$ cat src/rtl/core/assert_macros.svh
// Assertion macros shared by the cache RTL.
// No dependencies; included by files that carry concurrent checks.
`ifndef ASSERT_MACROS_SVH
`define ASSERT_MACROS_SVH

// Clocked check with explicit clock and active-low reset.
`define BB_ASSERT_CLK(label, clk_s, rstn_s, prop, msg) \
  label: assert property (@(posedge clk_s) disable iff (!rstn_s) prop) else $error(msg);

// Clocked check on the module's clk / rst_n.
`define BB_ASSERT(label, prop, msg) \
  `BB_ASSERT_CLK(label, clk, rst_n, prop, msg)

`endif

$ cat src/rtl/core/bblru_pkg.sv
// Shared types, codes and defaults for the byte-budget LRU cache.
// No dependencies.
package bblru_pkg;

  localparam int ENTRIES_DEF  = 16;
  localparam int KEY_BITS_DEF = 32;
  localparam logic [39:0] CAP_RESET = 40'd1073741824;

  typedef enum logic [2:0] {
    OP_GET      = 3'd0,
    OP_PUT      = 3'd1,
    OP_REMOVE   = 3'd2,
    OP_CLEAR    = 3'd3,
    OP_CONTAINS = 3'd4
  } op_t;

  typedef enum logic [3:0] {
    ST_IDLE,
    ST_DISPATCH,
    ST_FIND_WAIT,
    ST_PUT_CHECK,
    ST_EVICT_WAIT,
    ST_PUT_FIND_WAIT,
    ST_PUT_HIT_WR,
    ST_FULL_WAIT,
    ST_INSERT_FREE,
    ST_INSERT_VIC,
    ST_DONE
  } state_t;

  typedef struct packed {
    logic [2:0]  opcode;
    logic [31:0] key;
    logic [31:0] entry_size;
    logic [31:0] payload_handle;
  } in_item_t;

  typedef struct packed {
    logic        hit;
    logic [31:0] payload_out;
    logic        stored;
    logic [4:0]  evicted_count;
    logic [4:0]  entry_count;
    logic [39:0] bytes_used;
  } out_item_t;

  // controller -> datapath
  typedef struct packed {
    logic load_item;
    logic scan_start;
    logic scan_old;     // 1: look for the LRU slot, 0: look for the key
    logic recent;       // make found slot most recent
    logic sub_old;      // used -= found slot size
    logic drop;         // invalidate found slot
    logic count_evict;
    logic set_hit;
    logic set_pay;
    logic hit_write;    // rewrite found slot in place
    logic insert;
    logic ins_victim;   // insert into the slot just evicted
    logic clear;
    logic out_load;
  } cmd_t;

  // datapath -> controller
  typedef struct packed {
    logic [2:0] opcode;
    logic       scan_done;
    logic       found;
    logic       fits;
    logic       cnt_zero;
    logic       cnt_full;
  } sts_t;

endpackage

$ cat src/rtl/core/bblru_ram.sv
// Generic single-write, single-read RAM with registered read data.
// No dependencies.
module bblru_ram #(
  parameter int WIDTH = 8,
  parameter int DEPTH = 16
) (
  input  logic                     clk,
  input  logic                     we,
  input  logic [$clog2(DEPTH)-1:0] waddr,
  input  logic [WIDTH-1:0]         wdata,
  input  logic [$clog2(DEPTH)-1:0] raddr,
  output logic [WIDTH-1:0]         rdata
);

  logic [WIDTH-1:0] mem [DEPTH];

  always_ff @(posedge clk) begin
    if (we) begin
      mem[waddr] <= wdata;
    end
    rdata <= mem[raddr];
  end

endmodule

$ cat src/rtl/core/bblru_dp.sv
// Datapath of the byte-budget LRU cache: slot RAM, valid bits, ranks, byte count.
// Depends on bblru_pkg, bblru_ram and assert_macros.svh.
`include "assert_macros.svh"
module bblru_dp import bblru_pkg::*; #(
  parameter int ENTRIES  = ENTRIES_DEF,
  parameter int KEY_BITS = KEY_BITS_DEF
) (
  input  logic        clk,
  input  logic        rst_n,
  input  logic        cfg_we,
  input  logic [39:0] cfg_wdata,
  input  in_item_t    in_data,
  input  cmd_t        cmd,
  output sts_t        sts,
  output out_item_t   out_data
);

  localparam int IDX_W = $clog2(ENTRIES);
  localparam int CNT_W = $clog2(ENTRIES + 1);
  localparam int RW    = KEY_BITS + 64;

  logic [39:0]      cap_r;
  in_item_t         item_r;
  logic [ENTRIES-1:0] valid_r;
  logic [IDX_W-1:0] rank_r [ENTRIES];
  logic [CNT_W-1:0] count_r;
  logic [39:0]      used_r;

  // scan pipeline
  logic [IDX_W-1:0] iss_r;
  logic             iss_act_r;
  logic             rd_v_r;
  logic [IDX_W-1:0] rd_idx_r;
  logic             rd_last_r;
  logic             scan_done_r;
  logic             mode_old_r;

  logic             f_hit_r;
  logic [IDX_W-1:0] f_idx_r;
  logic [31:0]      f_size_r;
  logic [31:0]      f_pay_r;
  logic             free_ok_r;
  logic [IDX_W-1:0] free_idx_r;

  logic [CNT_W-1:0] ev_cnt_r;
  logic             res_hit_r;
  logic [31:0]      res_pay_r;
  logic             res_stored_r;
  out_item_t        out_r;

  logic [KEY_BITS-1:0] key_k;
  logic [RW-1:0]       rdata;
  logic [RW-1:0]       wdata;
  logic                ram_we;
  logic [IDX_W-1:0]    waddr;
  logic [IDX_W-1:0]    ins_slot;
  logic [IDX_W-1:0]    f_rank;
  logic [IDX_W-1:0]    lru_rank;
  logic                rd_match;

  assign key_k    = KEY_BITS'(item_r.key);
  assign f_rank   = rank_r[f_idx_r];
  assign lru_rank = IDX_W'(count_r - CNT_W'(1));
  assign ins_slot = cmd.ins_victim ? f_idx_r : free_idx_r;
  assign ram_we   = cmd.hit_write | cmd.insert;
  assign waddr    = cmd.hit_write ? f_idx_r : ins_slot;
  assign wdata    = {key_k, item_r.entry_size, item_r.payload_handle};

  bblru_ram #(.WIDTH(RW), .DEPTH(ENTRIES)) u_slots (
    .clk   (clk),
    .we    (ram_we),
    .waddr (waddr),
    .wdata (wdata),
    .raddr (iss_r),
    .rdata (rdata)
  );

  assign rd_match = valid_r[rd_idx_r] &&
                    (mode_old_r ? (rank_r[rd_idx_r] == lru_rank)
                                : (rdata[RW-1:64] == key_k));

  always_ff @(posedge clk) begin
    if (!rst_n) begin
      cap_r <= CAP_RESET;
    end else if (cfg_we) begin
      cap_r <= cfg_wdata;
    end
  end

  always_ff @(posedge clk) begin
    if (cmd.load_item) begin
      item_r <= in_data;
    end
  end

  // slot scan: one address issued per cycle, read data returned in the next cycle
  always_ff @(posedge clk) begin
    if (!rst_n) begin
      iss_r       <= '0;
      iss_act_r   <= 1'b0;
      rd_v_r      <= 1'b0;
      rd_idx_r    <= '0;
      rd_last_r   <= 1'b0;
      scan_done_r <= 1'b0;
      mode_old_r  <= 1'b0;
      f_hit_r     <= 1'b0;
      free_ok_r   <= 1'b0;
    end else if (cmd.scan_start) begin
      iss_r       <= '0;
      iss_act_r   <= 1'b1;
      rd_v_r      <= 1'b0;
      rd_last_r   <= 1'b0;
      scan_done_r <= 1'b0;
      mode_old_r  <= cmd.scan_old;
      f_hit_r     <= 1'b0;
      free_ok_r   <= 1'b0;
    end else begin
      rd_v_r    <= iss_act_r;
      rd_idx_r  <= iss_r;
      rd_last_r <= iss_act_r && (iss_r == IDX_W'(ENTRIES - 1));
      if (iss_act_r) begin
        if (iss_r == IDX_W'(ENTRIES - 1)) begin
          iss_act_r <= 1'b0;
        end else begin
          iss_r <= iss_r + IDX_W'(1);
        end
      end
      if (rd_v_r) begin
        if (rd_match && !f_hit_r) begin
          f_hit_r <= 1'b1;
        end
        if (!mode_old_r && !valid_r[rd_idx_r] && !free_ok_r) begin
          free_ok_r <= 1'b1;
        end
        if (rd_last_r) begin
          scan_done_r <= 1'b1;
        end
      end
    end
  end

  always_ff @(posedge clk) begin
    if (rd_v_r && !cmd.scan_start) begin
      if (rd_match && !f_hit_r) begin
        f_idx_r  <= rd_idx_r;
        f_size_r <= rdata[63:32];
        f_pay_r  <= rdata[31:0];
      end
      if (!mode_old_r && !valid_r[rd_idx_r] && !free_ok_r) begin
        free_idx_r <= rd_idx_r;
      end
    end
  end

  // slot state and byte count
  always_ff @(posedge clk) begin
    if (!rst_n) begin
      valid_r <= '0;
      count_r <= '0;
      used_r  <= '0;
      for (int j = 0; j < ENTRIES; j++) begin
        rank_r[j] <= '0;
      end
    end else if (cmd.clear) begin
      valid_r <= '0;
      count_r <= '0;
      used_r  <= '0;
      for (int j = 0; j < ENTRIES; j++) begin
        rank_r[j] <= '0;
      end
    end else if (cmd.recent) begin
      for (int j = 0; j < ENTRIES; j++) begin
        if (valid_r[j] && (IDX_W'(j) != f_idx_r) && (rank_r[j] < f_rank)) begin
          rank_r[j] <= rank_r[j] + IDX_W'(1);
        end
      end
      rank_r[f_idx_r] <= '0;
      if (cmd.sub_old) begin
        used_r <= used_r - 40'(f_size_r);
      end
    end else if (cmd.drop) begin
      for (int j = 0; j < ENTRIES; j++) begin
        if (valid_r[j] && (rank_r[j] > f_rank)) begin
          rank_r[j] <= rank_r[j] - IDX_W'(1);
        end
      end
      rank_r[f_idx_r]  <= '0;
      valid_r[f_idx_r] <= 1'b0;
      count_r          <= count_r - CNT_W'(1);
      used_r           <= used_r - 40'(f_size_r);
    end else if (cmd.hit_write) begin
      used_r <= used_r + 40'(item_r.entry_size);
    end else if (cmd.insert) begin
      for (int j = 0; j < ENTRIES; j++) begin
        if (valid_r[j]) begin
          rank_r[j] <= rank_r[j] + IDX_W'(1);
        end
      end
      rank_r[ins_slot]  <= '0;
      valid_r[ins_slot] <= 1'b1;
      count_r           <= count_r + CNT_W'(1);
      used_r            <= used_r + 40'(item_r.entry_size);
    end
  end

  // per-item result fields
  always_ff @(posedge clk) begin
    if (!rst_n) begin
      ev_cnt_r     <= '0;
      res_hit_r    <= 1'b0;
      res_pay_r    <= '0;
      res_stored_r <= 1'b0;
    end else if (cmd.load_item) begin
      ev_cnt_r     <= '0;
      res_hit_r    <= 1'b0;
      res_pay_r    <= '0;
      res_stored_r <= 1'b0;
    end else begin
      if (cmd.count_evict) begin
        ev_cnt_r <= ev_cnt_r + CNT_W'(1);
      end
      if (cmd.set_hit) begin
        res_hit_r <= 1'b1;
      end
      if (cmd.set_pay) begin
        res_pay_r <= f_pay_r;
      end
      if (cmd.hit_write || cmd.insert) begin
        res_stored_r <= 1'b1;
      end
    end
  end

  always_ff @(posedge clk) begin
    if (cmd.out_load) begin
      out_r.hit           <= res_hit_r;
      out_r.payload_out   <= res_pay_r;
      out_r.stored        <= res_stored_r;
      out_r.evicted_count <= (32'(ev_cnt_r) > 31) ? 5'd31 : 5'(ev_cnt_r);
      out_r.entry_count   <= (32'(count_r) > 31) ? 5'd31 : 5'(count_r);
      out_r.bytes_used    <= used_r;
    end
  end

  assign out_data      = out_r;
  assign sts.opcode    = item_r.opcode;
  assign sts.scan_done = scan_done_r;
  assign sts.found     = f_hit_r;
  assign sts.fits      = ({1'b0, used_r} + 41'(item_r.entry_size)) <= {1'b0, cap_r};
  assign sts.cnt_zero  = (count_r == '0);
  assign sts.cnt_full  = (count_r == CNT_W'(ENTRIES));

  `BB_ASSERT(a_count_matches_valid, (32'(count_r) == $countones(valid_r)),
             "entry count out of step with valid bits")
  `BB_ASSERT(a_done_no_pending, (scan_done_r |-> (!rd_v_r && !iss_act_r)),
             "scan done with reads still in flight")
  `BB_ASSERT(a_insert_has_room, (cmd.insert |-> !sts.cnt_full),
             "insert with every slot taken")

endmodule

$ cat src/rtl/core/bblru_ctrl.sv
// Controller state machine of the byte-budget LRU cache; sequences scans and updates.
// Depends on bblru_pkg and assert_macros.svh.
`include "assert_macros.svh"
module bblru_ctrl import bblru_pkg::*; (
  input  logic clk,
  input  logic rst_n,
  input  logic in_valid,
  output logic in_stall,
  output logic out_valid,
  input  logic out_stall,
  input  sts_t sts,
  output cmd_t cmd
);

  state_t state_r, state_nxt;
  logic   out_valid_r, out_valid_nxt;

  always_ff @(posedge clk) begin
    if (!rst_n) begin
      state_r     <= ST_IDLE;
      out_valid_r <= 1'b0;
    end else begin
      state_r     <= state_nxt;
      out_valid_r <= out_valid_nxt;
    end
  end

  always_comb begin
    state_nxt = state_r;
    cmd       = '0;
    in_stall  = 1'b1;
    case (state_r)
      ST_IDLE: begin
        in_stall = 1'b0;
        if (in_valid) begin
          cmd.load_item = 1'b1;
          state_nxt     = ST_DISPATCH;
        end
      end
      ST_DISPATCH: begin
        case (sts.opcode)
          OP_GET, OP_REMOVE, OP_CONTAINS: begin
            cmd.scan_start = 1'b1;
            state_nxt      = ST_FIND_WAIT;
          end
          OP_PUT: begin
            state_nxt = ST_PUT_CHECK;
          end
          OP_CLEAR: begin
            cmd.clear = 1'b1;
            state_nxt = ST_DONE;
          end
          default: begin
            state_nxt = ST_DONE;
          end
        endcase
      end
      ST_FIND_WAIT: begin
        if (sts.scan_done) begin
          state_nxt = ST_DONE;
          if (sts.found) begin
            cmd.set_hit = 1'b1;
            case (sts.opcode)
              OP_GET: begin
                cmd.recent  = 1'b1;
                cmd.set_pay = 1'b1;
              end
              OP_REMOVE: begin
                cmd.drop = 1'b1;
              end
              default: begin
              end
            endcase
          end
        end
      end
      ST_PUT_CHECK: begin
        if (!sts.fits && !sts.cnt_zero) begin
          cmd.scan_start = 1'b1;
          cmd.scan_old   = 1'b1;
          state_nxt      = ST_EVICT_WAIT;
        end else if (sts.fits) begin
          cmd.scan_start = 1'b1;
          state_nxt      = ST_PUT_FIND_WAIT;
        end else begin
          state_nxt = ST_DONE;
        end
      end
      ST_EVICT_WAIT: begin
        if (sts.scan_done) begin
          cmd.drop        = sts.found;
          cmd.count_evict = sts.found;
          state_nxt       = ST_PUT_CHECK;
        end
      end
      ST_PUT_FIND_WAIT: begin
        if (sts.scan_done) begin
          if (sts.found) begin
            cmd.recent  = 1'b1;
            cmd.sub_old = 1'b1;
            state_nxt   = ST_PUT_HIT_WR;
          end else if (sts.cnt_full) begin
            cmd.scan_start = 1'b1;
            cmd.scan_old   = 1'b1;
            state_nxt      = ST_FULL_WAIT;
          end else begin
            state_nxt = ST_INSERT_FREE;
          end
        end
      end
      ST_PUT_HIT_WR: begin
        cmd.hit_write = 1'b1;
        state_nxt     = ST_DONE;
      end
      ST_FULL_WAIT: begin
        if (sts.scan_done) begin
          cmd.drop        = 1'b1;
          cmd.count_evict = 1'b1;
          state_nxt       = ST_INSERT_VIC;
        end
      end
      ST_INSERT_FREE: begin
        cmd.insert = 1'b1;
        state_nxt  = ST_DONE;
      end
      ST_INSERT_VIC: begin
        cmd.insert     = 1'b1;
        cmd.ins_victim = 1'b1;
        state_nxt      = ST_DONE;
      end
      ST_DONE: begin
        if (!out_valid_r || !out_stall) begin
          cmd.out_load = 1'b1;
          state_nxt    = ST_IDLE;
        end
      end
      default: begin
        state_nxt = ST_IDLE;
      end
    endcase
  end

  always_comb begin
    if (cmd.out_load) begin
      out_valid_nxt = 1'b1;
    end else if (!out_stall) begin
      out_valid_nxt = 1'b0;
    end else begin
      out_valid_nxt = out_valid_r;
    end
  end

  assign out_valid = out_valid_r;

  `BB_ASSERT(a_accept_leaves_idle, ((in_valid && !in_stall) |=> (state_r == ST_DISPATCH)),
             "accepted beat did not start processing")
  `BB_ASSERT(a_busy_stalls_input, ((state_r != ST_IDLE) |-> in_stall),
             "input not stalled while busy")
  `BB_ASSERT(a_result_held, ((out_valid_r && out_stall) |=> out_valid_r),
             "stalled result beat dropped")

endmodule

$ cat src/rtl/core/byte_budget_lru_cache.sv
// Byte-budget LRU cache top level: controller plus datapath.
// Depends on bblru_pkg, bblru_ctrl, bblru_dp, bblru_ram.
//
// Fully associative cache of ENTRIES slots (key, byte size, payload handle) kept
// in LRU order, with a total byte budget set through cfg_wdata (40 bits, reset 1 GiB).
// One input beat is taken at a time and yields exactly one result beat. Each key
// lookup or LRU search walks the slot RAM one slot per cycle through its single
// read port. A put first evicts LRU entries until its size fits the budget, then
// searches for its key; a new key into a full cache adds one more LRU pass to
// evict a victim. Clear and unknown opcodes make no pass. A new beat is accepted
// once the previous one has reached the output register, even if that result is
// still stalled. Slot contents have no reset; valid bits and ranks clear at reset,
// so no clearing pass is needed.
// Lowering the budget takes effect at the next put, which evicts as needed.
module byte_budget_lru_cache import bblru_pkg::*; #(
  parameter int ENTRIES  = ENTRIES_DEF,
  parameter int KEY_BITS = KEY_BITS_DEF
) (
  input  logic        clk,
  input  logic        rst_n,
  input  logic        in_valid,
  output logic        in_stall,
  input  in_item_t    in_data,
  output logic        out_valid,
  input  logic        out_stall,
  output out_item_t   out_data,
  input  logic        cfg_we,
  input  logic [39:0] cfg_wdata
);

  cmd_t cmd;
  sts_t sts;

  // sequencing: one state per scan / update step
  bblru_ctrl u_ctrl (
    .clk       (clk),
    .rst_n     (rst_n),
    .in_valid  (in_valid),
    .in_stall  (in_stall),
    .out_valid (out_valid),
    .out_stall (out_stall),
    .sts       (sts),
    .cmd       (cmd)
  );

  // slot storage, recency ranks, byte accounting, result register
  bblru_dp #(.ENTRIES(ENTRIES), .KEY_BITS(KEY_BITS)) u_dp (
    .clk       (clk),
    .rst_n     (rst_n),
    .cfg_we    (cfg_we),
    .cfg_wdata (cfg_wdata),
    .in_data   (in_data),
    .cmd       (cmd),
    .sts       (sts),
    .out_data  (out_data)
  );

endmodule

$ cat config.mk
export PLATFORM = sky130hd
export DESIGN_NAME = byte_budget_lru_cache
export DESIGN_NICKNAME = d
export VERILOG_FILES = /design/src/rtl/core/bblru_pkg.sv /design/src/rtl/core/bblru_ram.sv /design/src/rtl/core/bblru_dp.sv /design/src/rtl/core/bblru_ctrl.sv /design/src/rtl/core/byte_budget_lru_cache.sv
export VERILOG_INCLUDE_DIRS = /design/src /design/src/rtl/core
export SDC_FILE = /design/constraint.sdc
export NUM_CORES = 2
export LEC_CHECK = 0
export BUFFER_PORTS_ARGS = -buffer_cell sky130_fd_sc_hd__buf_2
export CORE_ASPECT_RATIO = 0.8
export CORE_MARGIN = 5
export CORE_UTILIZATION = 65
export CTS_CLUSTER_DIAMETER = 100
export DETAILED_ROUTE_END_ITERATION = 16
export PLACE_DENSITY = 0.82
export SLEW_MARGIN = 20
export SYNTH_ARGS = -nofsm -noshare
export SYNTH_HDL_FRONTEND = slang
export SYNTH_SLANG_ARGS = --single-unit
export TNS_END_PERCENT = 5
$ cat constraint.sdc
create_clock -name clk -period 19.79 [get_ports clk]
set_clock_uncertainty 0.1 [all_clocks]
set_input_delay 2.9685 -clock clk [delete_from_list [all_inputs] [get_ports clk]]
set_output_delay 2.9685 -clock clk [all_outputs]
set_load 0.02 [all_outputs]
==> Implementation_results.wiki <==
{| class="wikitable"
! Metric !! Value
|-
| Slack of the worst reg-to-reg path || 11.25 ns
|-
| Number of different library cells in the post-synthesis netlist || 95
|-
| Remaining antenna violation count after routing || 0
|-
| Critical path peak fanout || 49
|-
| Data arrival, critical path || 8.89 ns
|-
| Slew of the pin with the lowest slew margin || 1.185 ns
|-
| Type of the worst setup path || reg -> reg
|-
| Post-synth EDFFs || 1819
|-
| Number of buffers inserted for hold repair after clock tree synthesis || 0
|-
| Final HPWL DP || 125.3 mm
|-
| Share of the yosys chip area belonging to registers || 69.96%
|-
| Portion of total power attributed to the clock network || 33.6%
|-
| Dpl cells || 6793
|-
| Clock Root Buffer || sky130_fd_sc_hd__clkbuf_16
|-
| Iteration count of the initial detailed-routing pass || 6
|-
| Die Y || 336.6 um
|-
| Resize count post-CTS || 0
|-
| Max-cap violations || 0
|-
| Clock-pin slew reported for the worst setup and hold paths after clock tree synthesis || 0.07 ns
|-
| Hold Fails Final Rpt || 0
|-
| Buffers added on ports || 229
|-
| Number of levels the H-tree was split into || 4
|-
| Switching part of the total || 28.22%
|-
| Via/cell ratio || 7.143
|-
| Cell count of the worst reg-to-reg path || 23
|-
| Sequence of cells on the critical path || ha_1, inv_1, fa_1, nand2b_1, a21oi_1, o21ai_1, a21oi_1, o211ai_1, a31oi_1, o211ai_1, xor2_1, inv_1, ha_1, nand4_1, or2_1, or4_1, a31oi_1, o31ai_1, o2111ai_1, and3_1, inv_1, nor2_4, buf_4
|-
| Routability Congestion || 0.9548
|-
| Period minus WS final || 8.536 ns
|-
| Final Util || 73.14%
|-
| Post-synthesis sequential element count || 2119
|-
| Max frequency || 0.1172 GHz
|-
| Detailed Route Iter0 Violations || 8574
|-
| Placeable Area || 0.1321 mm^2
|-
| Crit path launch || u_dp.item_r[32]
|-
| Final number of setup-violating endpoints || 0
|-
| Outcome || completed
|-
| Die Footprint || 0.1408 mm^2
|-
| Number of instances in the synthesized netlist || 4946
|-
| FF-to-FF Start || u_dp.item_r[32]
|-
| Switching power summed over all nets || 3.281 mW
|-
| Average routed wire per standard cell || 33.62 um
|-
| Worst setup path endpoint || u_dp.f_size_r[8]
|-
| Boundary pin count || 230
|-
| Via count of the first global-routing pass || 50550
|-
| Die W || 418.2 um
|-
| Top FF cell, synth || sky130_fd_sc_hd__edfxtp_1
|-
| Clock latency at the later pin of the worst-skew pair || 0.85 ns
|-
| Syn Nets || 5296
|-
| Global-route wire length before repair || 349.5 mm
|-
| Total of fill cells in the finished design || 7319
|-
| Maximum clock insertion buffer count || 3
|-
| CP endpoint kind || flop
|-
| Required time of the worst setup path || 20.14 ns
|-
| Max_slew headroom || 21.01%
|-
| Static Leak || 31.83 nW
|-
| Setup repair after global routing missed its margin || false
|-
| Starting density of the core || 65.62%
|-
| Clock tree from TritonCTS || built
|-
| Launching element type of the critical path || flop
|-
| Area taken by flip-flops and latches || 0.06064 mm^2
|-
| Post-synthesis async set-or-reset flop share || 0%
|-
| DRC Markers || 0
|-
| Final std cells w/o fill || 7160
|-
| Antenna violations before repair || 12
|-
| Share of final-layout standard cells stronger than drive strength 1 || 21.76%
|-
| Cell with the largest stage delay on the worst path || sky130_fd_sc_hd__buf_4
|-
| Sequential Power Share || 49.7%
|-
| Worst voltage drop across the vdd grid || 0.09924 mV
|-
| Maximum number of pins on one net before global-route repair || 116
|-
| Clock sinks || 2119
|-
| Cell area after technology mapping || 0.08666 mm^2
|-
| Layout net count || 5582
|-
| Destination of the worst register-to-register timing path || u_dp.f_size_r[8]
|-
| Yosys Warn Count || 0
|-
| # rows || 119
|-
| Remaining Overflow, GRT || 0
|-
| Clock buffer count from CTS || 190
|-
| Routed vias || 51140
|-
| Number of buffers inserted by post-CTS setup repair || 0
|-
| Detailed-route wire length || 240.7 mm
|-
| Portion of total power attributed to combinational logic || 16.7%
|-
| Hold WC Path Type || reg -> reg
|-
| Average cell area after synthesis || 17.52 um^2
|-
| Area added between synthesis and finish || 11.45%
|-
| Cell repeated most along the worst path || sky130_fd_sc_hd__inv_1
|-
| Final period util || 43.13%
|-
| Fin. max-slew vios || 0
|-
| Sum of negative setup slack || 0 ns
|-
| Internal || 8.345 mW
|-
| Aggregate global-route resource usage || 34.36%
|-
| Stage delay of the slowest cell on the critical path || 0.88 ns
|-
| Power density cells || 120.4 mW/mm^2
|-
| Multi-input gate area in the final layout || 0.02484 mm^2
|}
## through the flow
stage | setup slack (ns) | hold WS [ns] | power (mW) | area, um^2
after floorplan | 11.78 | 0.2855 | 7.057 | 86660
after global placement | 11.74 | 0.2861 | 7.613 | 89980
after detailed placement | 11.53 | 0.2887 | 7.692 | 89980
after CTS | 11.41 | 0.2992 | 11.60 | 96530
after global routing | 10.96 | 0.3099 | 12.02 | 96590
final | 11.25 | 0.3036 | 11.63 | 96590
## Yosys cell counts, types with 12 or more instances
master | n | share of area (%)
sky130_fd_sc_hd__o22ai_1 | 16 | 0.12
sky130_fd_sc_hd__clkbuf_1 | 133 | 0.58
sky130_fd_sc_hd__nand2b_1 | 54 | 0.39
sky130_fd_sc_hd__and3_1 | 21 | 0.15
sky130_fd_sc_hd__nand3_1 | 50 | 0.29
sky130_fd_sc_hd__nor2b_1 | 34 | 0.25
sky130_fd_sc_hd__a221oi_1 | 27 | 0.27
sky130_fd_sc_hd__a31oi_1 | 32 | 0.23
sky130_fd_sc_hd__o211ai_1 | 34 | 0.29
sky130_fd_sc_hd__a21o_1 | 42 | 0.36
sky130_fd_sc_hd__dfxtp_1 | 300 | 6.9
sky130_fd_sc_hd__mux4_2 | 520 | 14
sky130_fd_sc_hd__a21oi_1 | 226 | 1.3
sky130_fd_sc_hd__o21ai_1 | 12 | 0.069
sky130_fd_sc_hd__buf_1 | 48 | 0.21
sky130_fd_sc_hd__o21ai_0 | 123 | 0.71
sky130_fd_sc_hd__nor2_1 | 260 | 1.1
sky130_fd_sc_hd__xnor2_1 | 66 | 0.67
sky130_fd_sc_hd__and2_1 | 16 | 0.12
sky130_fd_sc_hd__nand4_1 | 45 | 0.32
sky130_fd_sc_hd__mux2i_1 | 62 | 0.72
sky130_fd_sc_hd__buf_2 | 14 | 0.081
sky130_fd_sc_hd__nand2_1 | 225 | 0.97
sky130_fd_sc_hd__ha_1 | 204 | 2.9
sky130_fd_sc_hd__inv_1 | 160 | 0.69
sky130_fd_sc_hd__o21a_1 | 23 | 0.20
sky130_fd_sc_hd__nor4_1 | 20 | 0.14
sky130_fd_sc_hd__nor3_1 | 65 | 0.38
sky130_fd_sc_hd__edfxtp_1 | 1819 | 63
sky130_fd_sc_hd__or3_1 | 13 | 0.094
sky130_fd_sc_hd__xor2_1 | 47 | 0.47
sky130_fd_sc_hd__a211oi_1 | 33 | 0.29
sky130_fd_sc_hd__or2_2 | 14 | 0.10
## layout by cell type, fill, tap and decap left out, drive strengths merged, types with 9 or more instances in the layout
| master | instances |
|---|---|
| clkinv | 76 |
| nand2b | 55 |
| a21o | 42 |
| nor2b | 34 |
| a211oi | 33 |
| nor2 | 260 |
| o21bai | 9 |
| and3 | 21 |
| o22ai | 16 |
| xnor2 | 66 |
| a2111oi | 10 |
| and2 | 16 |
| a21oi | 227 |
| or2 | 17 |
| a22oi | 11 |
| or3 | 13 |
| nor3 | 68 |
| a31oi | 32 |
| nor4 | 22 |
| buf | 291 |
| bufinv | 23 |
| mux2i | 62 |
| o221ai | 10 |
| xor2 | 47 |
| a221oi | 28 |
| mux4 | 520 |
| nand2 | 226 |
| nand4 | 45 |
| nand3 | 50 |
| ha | 204 |
| o21a | 23 |
| o211ai | 34 |
| o22a | 10 |
| inv | 170 |
| dfxtp | 300 |
| clkbuf | 247 |
| o21ai | 136 |
| edfxtp | 1819 |
| and4 | 9 |
## per-layer routing
metal,global-route usage [%],share of wire [%]
met5,0,0.028
met4,13.42,4.1
met3,6.696,12
met2,53.95,48
met1,48.96,36
## power by group through the flow
stage | clock, mW | sequential (mW) | combinational, mW
2_1_floorplan | 0 | 5.67 | 1.39
3_3_place_gp | 0 | 5.79 | 1.83
3_5_place_dp | 0 | 5.83 | 1.86
4_1_cts | 3.93 | 5.76 | 1.92
5_1_grt | 4.14 | 5.80 | 2.08
6_report | 3.91 | 5.77 | 1.94
## cell type report
type	count	area share, %
multi-input combinational	2467	25.71
clock buffer	247	5.331
tap	1754	2.272
inverter	163	0.6334
clock inverter	113	1.450
timing repair buffer	291	1.799
sequential	2119	62.78
antenna	6	0.01554
## worst min-delay path by stage
stage,slack [ns],cells after the start,startpoint,to
after floorplan,0.29,0,u_dp.u_slots.rdata[0],u_dp.f_pay_r[0]
after global placement,0.29,0,u_dp.u_slots.rdata[52],u_dp.f_size_r[20]
after detailed placement,0.29,0,u_dp.u_slots.rdata[16],u_dp.f_pay_r[16]
after CTS,0.30,0,u_dp.u_slots.rdata[56],u_dp.f_size_r[24]
after global routing,0.31,0,u_dp.u_slots.rdata[12],u_dp.f_pay_r[12]
final,0.30,0,u_dp.u_slots.rdata[47],u_dp.f_size_r[15]
## logic make-up after synthesis
logic type      Yosys count  synth area share, %
fa+ha+maj               207                3.003
compound gates          693                5.163
flops                  2119                69.96
buf+inv                 360                1.592
xor+xnor                113                1.142
simple gates            865                4.821
mux                     589                14.32
## worst max-delay path: cells and delay by family (launching register included)
kind                       cells  cell delay (ns)
AOI/OAI and AO/OA              9             2.35
xor gates and xnor gates       1             0.21
adders and majority gates      3             1.05
buffers and inverters          4             1.21
DFF                            1             0.71
and+or+nand+nor                6             2.44
## sequential cells by signal, indices dropped and copies added (netlist names), 3 cells and up, named ones only
register            count
u_dp.cap_r             40
u_dp.res_pay_r         32
u_dp.used_r            40
u_dp.u_slots.rdata     96
u_dp.out_data          84
u_dp.u_slots.mem     1536
u_dp.free_idx_r         4
u_ctrl.state_r          4
u_dp.key_k             32
u_dp.count_r            5
u_dp.f_pay_r           32
u_dp.item_r            64
u_dp.f_idx_r            4
u_dp.rank_r            64
u_dp.valid_r           16
u_dp.rd_idx_r           4
u_dp.sts                3
u_dp.iss_r              4
u_dp.f_size_r          32
u_dp.ev_cnt_r           5
Power figures use the tool's default switching activity.
